==> config.mk <==
export PLATFORM = sky130hd
export DESIGN_NAME = i2c_master_byte_sequencer
export DESIGN_NICKNAME = d
export VERILOG_FILES = /design/src/design/i2cmbs_pkg.sv /design/src/design/i2c_master_byte_sequencer.sv
export SDC_FILE = /design/constraint.sdc
export NUM_CORES = 1
export LEC_CHECK = 0
export ABC_CLOCK_PERIOD_IN_PS = 3400
export BUFFER_PORTS_ARGS = -buffer_cell sky130_fd_sc_hd__buf_4
export CAP_MARGIN = 20
export CORE_MARGIN = 8
export CORE_UTILIZATION = 45
export DETAILED_ROUTE_END_ITERATION = 10
export PLACE_DENSITY_LB_ADDON = 0.15
export SLEW_MARGIN = 25
export SYNTH_ARGS = -nofsm -noshare
export SYNTH_HDL_FRONTEND = slang
export SYNTH_SLANG_ARGS = --single-unit
==> constraint.sdc <==
create_clock -name clk_i -period 3.4 [get_ports clk_i]
set_input_delay 0.85 -clock clk_i [delete_from_list [all_inputs] [get_ports clk_i]]
set_output_delay 0.85 -clock clk_i [all_outputs]
set_load 0.01 [all_outputs]
==> src/design/i2cmbs_pkg.sv <==
// ----------------------------------------------------------------------------
// I2C master byte sequencer package
// Item types, operation codes and phase codes shared by the sequencer files.
// ----------------------------------------------------------------------------
package i2cmbs_pkg;

  typedef enum logic {
    REQ_CMD  = 1'b0,
    REQ_TICK = 1'b1
  } req_e;

  typedef enum logic [1:0] {
    OP_START = 2'd0,
    OP_STOP  = 2'd1,
    OP_WRITE = 2'd2,
    OP_READ  = 2'd3
  } op_e;

  typedef enum logic [1:0] {
    PH_FIRST  = 2'd0,
    PH_SECOND = 2'd1,
    PH_LAST   = 2'd2
  } phase_e;

  localparam logic [3:0] BitsPerByte    = 4'd8;
  localparam logic [7:0] AckTimeoutRst  = 8'd250;

  typedef struct packed {
    logic       req_type;
    logic [1:0] command;
    logic [7:0] write_data;
    logic       send_ack;
    logic [1:0] port;
    logic       sda_in;
  } i2cmbs_in_t;

  typedef struct packed {
    logic       scl_level;
    logic       sda_level;
    logic       sda_drive;
    logic [1:0] port_out;
    logic [7:0] read_data;
    logic       ack_failed;
    logic       done_res;
    logic       busy_res;
  } i2cmbs_out_t;

endpackage

==> src/design/i2c_master_byte_sequencer.sv <==
// ----------------------------------------------------------------------------
// I2C master byte sequencer
// Each accepted item's result item is registered and appears in the cycle after.
// Throughput: one item per cycle while the receiver takes results; the result register is the only stage.
// Reset: idle, SCL and SDA high and driven, timeout 250, read byte zero.
// ----------------------------------------------------------------------------
module i2c_master_byte_sequencer import i2cmbs_pkg::*; #(
  parameter int NUM_PORTS = 4
) (
  input  logic        clk_i,
  input  logic        rst_ni,
  input  logic        cfg_we_i,
  input  logic [7:0]  cfg_wdata_i,
  input  logic        in_valid_i,
  output logic        in_ready_o,
  input  i2cmbs_in_t  in_data_i,
  output logic        out_valid_o,
  input  logic        out_ready_i,
  output i2cmbs_out_t out_data_o
);

  localparam logic [1:0] MaxPort = 2'(NUM_PORTS - 1);

  logic       busy_q, busy_d;
  op_e        op_q, op_d;
  phase_e     phase_q, phase_d;
  logic [3:0] bit_q, bit_d;
  logic [7:0] shift_q, shift_d;
  logic [7:0] wait_q, wait_d;
  logic [1:0] port_q, port_d;
  logic       ack_q, ack_d;
  logic       scl_q, scl_d;
  logic       sda_q, sda_d;
  logic       drv_q, drv_d;
  logic [7:0] last_read_q, last_read_d;
  logic       fail_q, fail_d;
  logic [7:0] timeout_q;
  logic       done;
  logic [1:0] sel_port;

  logic        out_valid_q;
  i2cmbs_out_t out_q, out_d;
  logic        in_acc;

  assign in_ready_o  = !out_valid_q || out_ready_i;
  assign in_acc      = in_valid_i && in_ready_o;
  assign out_valid_o = out_valid_q;
  assign out_data_o  = out_q;

  always_comb begin
    if (int'(in_data_i.port) > NUM_PORTS - 1) begin
      sel_port = MaxPort;
    end else begin
      sel_port = in_data_i.port;
    end
  end

  always_comb begin
    busy_d      = busy_q;
    op_d        = op_q;
    phase_d     = phase_q;
    bit_d       = bit_q;
    shift_d     = shift_q;
    wait_d      = wait_q;
    port_d      = port_q;
    ack_d       = ack_q;
    scl_d       = scl_q;
    sda_d       = sda_q;
    drv_d       = drv_q;
    last_read_d = last_read_q;
    fail_d      = fail_q;
    done        = 1'b0;

    if (in_data_i.req_type == REQ_CMD) begin
      if (!busy_q) begin
        busy_d  = 1'b1;
        op_d    = op_e'(in_data_i.command);
        port_d  = sel_port;
        shift_d = (op_e'(in_data_i.command) == OP_READ) ? 8'd0 : in_data_i.write_data;
        ack_d   = in_data_i.send_ack;
        phase_d = PH_FIRST;
        bit_d   = 4'd0;
        wait_d  = 8'd0;
        fail_d  = 1'b0;
      end
    end else if (busy_q) begin
      case (op_q)
        OP_START: begin
          if (phase_q == PH_FIRST) begin
            {scl_d, sda_d, drv_d} = 3'b111;
            phase_d = PH_SECOND;
          end else if (phase_q == PH_SECOND) begin
            {scl_d, sda_d, drv_d} = 3'b101;
            phase_d = PH_LAST;
          end else begin
            {scl_d, sda_d, drv_d} = 3'b001;
            done = 1'b1;
          end
        end
        OP_STOP: begin
          if (phase_q == PH_FIRST) begin
            {scl_d, sda_d, drv_d} = 3'b001;
            phase_d = PH_SECOND;
          end else if (phase_q == PH_SECOND) begin
            {scl_d, sda_d, drv_d} = 3'b101;
            phase_d = PH_LAST;
          end else begin
            {scl_d, sda_d, drv_d} = 3'b111;
            done = 1'b1;
          end
        end
        OP_WRITE: begin
          if (bit_q < BitsPerByte) begin
            if (phase_q == PH_FIRST) begin
              {scl_d, sda_d, drv_d} = {1'b0, shift_q[7], 1'b1};
              phase_d = PH_SECOND;
            end else begin
              scl_d   = 1'b1;
              drv_d   = 1'b1;
              shift_d = {shift_q[6:0], 1'b0};
              bit_d   = bit_q + 4'd1;
              phase_d = PH_FIRST;
            end
          end else if (phase_q == PH_FIRST) begin
            {scl_d, sda_d, drv_d} = 3'b010;
            phase_d = PH_SECOND;
          end else if (phase_q == PH_SECOND) begin
            {scl_d, sda_d, drv_d} = 3'b110;
            phase_d = PH_LAST;
          end else if (!in_data_i.sda_in) begin
            {scl_d, sda_d, drv_d} = 3'b010;
            done = 1'b1;
          end else if (wait_q >= timeout_q) begin
            // no ACK in time: fall into the stop sequence
            fail_d  = 1'b1;
            op_d    = OP_STOP;
            {scl_d, sda_d, drv_d} = 3'b001;
            phase_d = PH_SECOND;
          end else begin
            wait_d = wait_q + 8'd1;
          end
        end
        OP_READ: begin
          if (bit_q < BitsPerByte) begin
            if (phase_q == PH_FIRST) begin
              {scl_d, sda_d, drv_d} = 3'b010;
              phase_d = PH_SECOND;
            end else begin
              {scl_d, sda_d, drv_d} = 3'b110;
              shift_d = {shift_q[6:0], in_data_i.sda_in};
              bit_d   = bit_q + 4'd1;
              phase_d = PH_FIRST;
            end
          end else if (phase_q == PH_FIRST) begin
            {scl_d, sda_d, drv_d} = {1'b0, !ack_q, 1'b1};
            phase_d = PH_SECOND;
          end else if (phase_q == PH_SECOND) begin
            scl_d = 1'b1;
            drv_d = 1'b1;
            phase_d = PH_LAST;
          end else begin
            scl_d       = 1'b0;
            drv_d       = 1'b1;
            last_read_d = shift_q;
            done        = 1'b1;
          end
        end
        default: begin
          done = 1'b0;
        end
      endcase
      if (done) begin
        busy_d  = 1'b0;
        phase_d = PH_FIRST;
        bit_d   = 4'd0;
      end
    end
  end

  always_comb begin
    out_d.scl_level  = scl_d;
    out_d.sda_level  = sda_d;
    out_d.sda_drive  = drv_d;
    out_d.port_out   = port_d;
    out_d.read_data  = last_read_d;
    out_d.ack_failed = fail_d;
    out_d.done_res   = done;
    out_d.busy_res   = busy_d;
  end

  always_ff @(posedge clk_i or negedge rst_ni) begin
    if (!rst_ni) begin
      busy_q      <= 1'b0;
      op_q        <= OP_START;
      phase_q     <= PH_FIRST;
      bit_q       <= 4'd0;
      shift_q     <= 8'd0;
      wait_q      <= 8'd0;
      port_q      <= 2'd0;
      ack_q       <= 1'b0;
      scl_q       <= 1'b1;
      sda_q       <= 1'b1;
      drv_q       <= 1'b1;
      last_read_q <= 8'd0;
      fail_q      <= 1'b0;
      timeout_q   <= AckTimeoutRst;
      out_valid_q <= 1'b0;
    end else begin
      if (cfg_we_i) begin
        timeout_q <= cfg_wdata_i;
      end
      if (in_acc) begin
        busy_q      <= busy_d;
        op_q        <= op_d;
        phase_q     <= phase_d;
        bit_q       <= bit_d;
        shift_q     <= shift_d;
        wait_q      <= wait_d;
        port_q      <= port_d;
        ack_q       <= ack_d;
        scl_q       <= scl_d;
        sda_q       <= sda_d;
        drv_q       <= drv_d;
        last_read_q <= last_read_d;
        fail_q      <= fail_d;
        out_valid_q <= 1'b1;
      end else if (out_ready_i) begin
        out_valid_q <= 1'b0;
      end
    end
  end

  always_ff @(posedge clk_i) begin
    if (in_acc) begin
      out_q <= out_d;
    end
  end

endmodule

==> results by stage <==
Die:
- In this run the standard cell core region covers 7610 sq um.
- In this run the horizontal extent of the chip is 104 um.
- The starting utilization of the core area is 0.458.
- The die covers 10,800 sq um.
- Pin placement for this block handled 46 I/O pins.
- The die height is 104 um.
- The floorplan row count is 32.

STA:
- Across the routed clock network, the largest skew measured is 14.1 ps.
- The count of endpoints failing hold in the final timing report was 0.
- The shortest clock period the worst path allows after layout is 2760 ps.
- For the final routed database, the setup TNS stands at 0 ps.
- In the finished design, the share of the clock period the worst path needs comes to 0.811.
- On the final layout, the worst hold slack is 479 ps.
- At the pin with the least slew margin, the transition time is 733 ps.
- The max-slew violation total from the final report is 0.
- Setup violations remaining at the end of the flow were counted as 0.
- Based on the critical path, the design can be clocked at up to 363 MHz.
- Setup repair after global routing left no endpoint under its margin.
- Headroom to the max-slew limit came out at 0.512.

Placed design:
- At the end of routability-driven placement, the weighted congestion stood at 0.835.
- The count of port buffers added during placement is 45.
- The placed instance count is 477.
- The wire-length estimate of the detail-placed layout is 5.40 mm.

Worst setup path:
- The largest fanout of any net on the critical path is 11.
- The first element of the critical path is phase_q[1].
- The worst setup path is launched from a register.
- The critical path is of the register to register type.
- The startpoint of the worst-slack reg-to-reg timing path is phase_q[1].
- The data arrival time of the critical path is 2980 ps.
- Data on the critical path is required at its endpoint by 3620 ps.
- The critical path endpoint category is a register.

Logic synthesis:
- Of the total synthesized cell area, the portion taken by XOR and XNOR cells is 0.
- The number of distinct library cell variants in the gate-level netlist after synthesis is 47.
- For this run, the register share of the synthesized area comes to 0.493.
- Synthesis produced a netlist with a net count of 390.
- Of the total synthesized cell area, the portion taken by full adders, half adders and majority gates is 0.0610.
- The synthesized design contains 16 enable-type register cells.
- The flip-flop and latch count after synthesis is 65.
- Counting every instance in the synthesized netlist gives 345.
- Dividing the synthesized area by the synthesized cell count gives 10.1 sq um.
- The simple-gate portion of the synthesized area is 0.151.
- The combinational family with the most area after synthesis is compound AO/OA/AOI/OAI gates.
- The proportion of synthesized area in mux cells is 0.0847.
- During synthesis, Yosys emitted a total of 0 warnings.
- The async set-reset flop share out of synthesis is 0.754.
- The cell area after synthesis is 3490 sq um.
- For this run, the leading register cell type out of synthesis is sky130_fd_sc_hd__dfrtp_1.
- The complex-gate fraction of the synthesized area came to 0.163.

Final layout:
- Across the whole layout, storage elements account for 1720 sq um.
- In the final layout, the share of cells above drive strength 1 is 0.248.
- The finished layout holds 493 standard cells, fillers aside.
- The final core utilization is 0.535.
- The area used by multi-input combinational logic is 1600 sq um.
- From synthesis to final layout, the design area changed by 16.7%.
- Counting the fill cells in the layout gives 707.
- The final layout contains 431 nets.
- The number of antenna diodes in the final layout is 0.

Clocking:
- Once the clock tree was built, the resizer swapped 0 gates to a different size.
- Clock tree synthesis selected as its root buffer the cell sky130_fd_sc_hd__clkbuf_8.
- The maximum level of the CTS H-tree is 3.
- The clock transition at the registers of the reported paths is 70 ps.
- The number of hold-repair buffers added at the cts stage is 0.
- The clock net sink count is 65.
- The clock tree from TritonCTS is yes.
- The maximum clock path buffer count is 2.
- Post-CTS timing repair inserted 0 buffers for setup.
- The clock buffer count from CTS is 9.
- For the worst-skew pair, the clock arrives at the later sink with an insertion delay of 350 ps.

Detailed routing:
- The pre-antenna-repair detailed-routing pass consisted of 4 iterations.
- The number of DRC markers in iteration 0 is 139.
- After detailed routing, the average wire length per cell comes to 14.8 um.
- Wires add up to 7.31 mm.
- The via count normalized by instance count is 5.35.
- The routed layout has 2,637 vias.
- The post-route DRC violation count is 0.
- In this run the remaining antenna-violating nets after routing total 0.

Job:
- The max-cap violation count is 0.

Global route:
- The overall global routing resource usage is 0.138.
- The number of antenna violations at the first check in global routing was 0.
- The first global-routing pass estimated 12.3 mm of wire.
- The total overflow left after global routing is 0.
- Entering global routing, the biggest net connects 50 pins.
- The number of global-route vias before repair is 2,508.

Power and ir drop:
- The largest voltage drop on the vdd net is 217 uV.
- Dividing total power by cell area gives a power density of 680 nW/um^2.
- The final total power is 2.77 mW.
- In this run the static leakage power is 1.82 nW.

Run status:
- The flow ran to the end, and the final reports show no timing, DRC or antenna violations.

Hold path:
- The startpoint identified for the worst hold timing path is port_q[1].
- The min-delay analysis places its worst path in the category register to register.
==> placed cells by master (no fill, tap or decap), drive strengths merged, types with 2 or more instances in the layout <==
master / netlist / final
mux2: 20 / 20
nand3: 9 / 9
a211o: 2 / 2
or4: 2 / 2
o21ai: 30 / 30
clkinv: 1 / 5
dfstp: 9 / 9
and2: 2 / 2
a21o: 3 / 3
nor4: 3 / 3
or3: 4 / 4
a311oi: 2 / 2
o22ai: 2 / 2
a21oi: 16 / 16
ha: 17 / 17
dfrtp: 40 / 40
nand2b: 5 / 5
edfxtp: 16 / 16
nor3: 2 / 2
and3: 5 / 5
clkbuf: 15 / 9
a22oi: 7 / 7
nor2: 12 / 12
buf: 3 / 48
mux2i: 7 / 7
nand3b: 5 / 5
a221oi: 2 / 2
inv: 21 / 23
a31oi: 3 / 3
o31ai: 8 / 8
nand2: 52 / 52
o211ai: 5 / 5
a211oi: 3 / 3
==> worst max-delay path, stage by stage, from the launching register on <==
cell and delay (ps):
sky130_fd_sc_hd__dfrtp_1 400, sky130_fd_sc_hd__inv_1 110, sky130_fd_sc_hd__ha_1 340, sky130_fd_sc_hd__nor3b_4 340, sky130_fd_sc_hd__a31oi_1 140, sky130_fd_sc_hd__or3_1 470, sky130_fd_sc_hd__or3_4 490, sky130_fd_sc_hd__a221o_1 360
==> metrics by stage <==
stage	cell area (sq um)	setup slack [ps]
2_1_floorplan	3490	462
3_3_place_gp	3890	612
3_5_place_dp	3890	575
4_1_cts	4070	666
5_1_grt	4070	500
6_report	4070	644
==> sequential cells by signal (all words and copies together) (netlist names) <==
register	cells
wait_q	8
out_valid_o	1
timeout_q	8
op_q	2
shift_q	8
sda_q	1
ack_q	1
phase_q	2
out_data_o	16
drv_q	1
last_read_q	8
bit_q	4
scl_q	1
busy_q	1
port_q	2
fail_q	1
==> synth_stat cells (2+ instances only) <==
cell	count	area share
sky130_fd_sc_hd__ha_1	17	0.061
sky130_fd_sc_hd__mux2i_1	7	0.020
sky130_fd_sc_hd__buf_6	2	0.0065
sky130_fd_sc_hd__inv_1	21	0.023
sky130_fd_sc_hd__and2_1	2	0.0036
sky130_fd_sc_hd__a31oi_1	3	0.0054
sky130_fd_sc_hd__dfstp_2	9	0.068
sky130_fd_sc_hd__or3_1	3	0.0054
sky130_fd_sc_hd__a221oi_1	2	0.0050
sky130_fd_sc_hd__and3_1	5	0.0090
sky130_fd_sc_hd__o21ai_0	30	0.043
sky130_fd_sc_hd__a211o_1	2	0.0050
sky130_fd_sc_hd__o31ai_1	8	0.017
sky130_fd_sc_hd__clkbuf_1	15	0.016
sky130_fd_sc_hd__or4_1	2	0.0043
sky130_fd_sc_hd__a21oi_1	16	0.023
sky130_fd_sc_hd__a211oi_1	3	0.0065
sky130_fd_sc_hd__dfrtp_1	40	0.29
sky130_fd_sc_hd__mux2_2	20	0.065
sky130_fd_sc_hd__nor3_1	2	0.0029
sky130_fd_sc_hd__a311oi_1	2	0.0050
sky130_fd_sc_hd__nor4_1	3	0.0054
sky130_fd_sc_hd__o22ai_1	2	0.0036
sky130_fd_sc_hd__nand3_1	9	0.013
sky130_fd_sc_hd__a22oi_1	7	0.015
sky130_fd_sc_hd__nand2b_1	5	0.0090
sky130_fd_sc_hd__edfxtp_1	16	0.14
sky130_fd_sc_hd__nand2_1	52	0.056
sky130_fd_sc_hd__a21o_1	3	0.0065
sky130_fd_sc_hd__nand3b_1	5	0.011
sky130_fd_sc_hd__o211ai_1	5	0.011
sky130_fd_sc_hd__nor2_1	12	0.013
==> final cells by class <==
cell class,count,share of cell area
Clock buffer,9,0.0304
Clock inverter,7,0.0129
Inverter,22,0.0203
Multi-Input combinational cell,240,0.394
Sequential cell,65,0.422
Tap cell,102,0.0314
Timing Repair Buffer,48,0.0886
==> layer usage <==
layer | wire (um) | GRT usage
met5 | 0 | 0
met4 | 65 | 0.0558
met3 | 359 | 0.0347
met2 | 3280 | 0.211
met1 | 3610 | 0.183
==> worst paths after layout <==
| kind | end | slack, ps | cells past startpoint |
|---|---|---|---|
| worst min register to register | port_q[1] | 480 | 2 |
| worst max-delay path | wait_q[5] | 640 | 7 |
| min in group asynchronous | timeout_q[0] | 510 | 1 |
| worst max register to register | wait_q[5] | 640 | 7 |
| max in group asynchronous | op_q[0] | 2470 | 1 |
| worst min-delay path | port_q[1] | 480 | 2 |
==> cell families after synthesis <==
group / Yosys count
AOI/OAI and AO/OA: 89
muxes: 27
DFF: 65
buffers and inverters: 40
adders and majority gates: 17
and+or+nand+nor: 107
==> power breakdown <==
part / internal (mW) / switching (mW)
clock network: 0.269 / 0.310
registers: 1.05 / 0.219
logic: 0.402 / 0.510
total: 1.73 / 1.04
(Power assumes the default switching activity.)
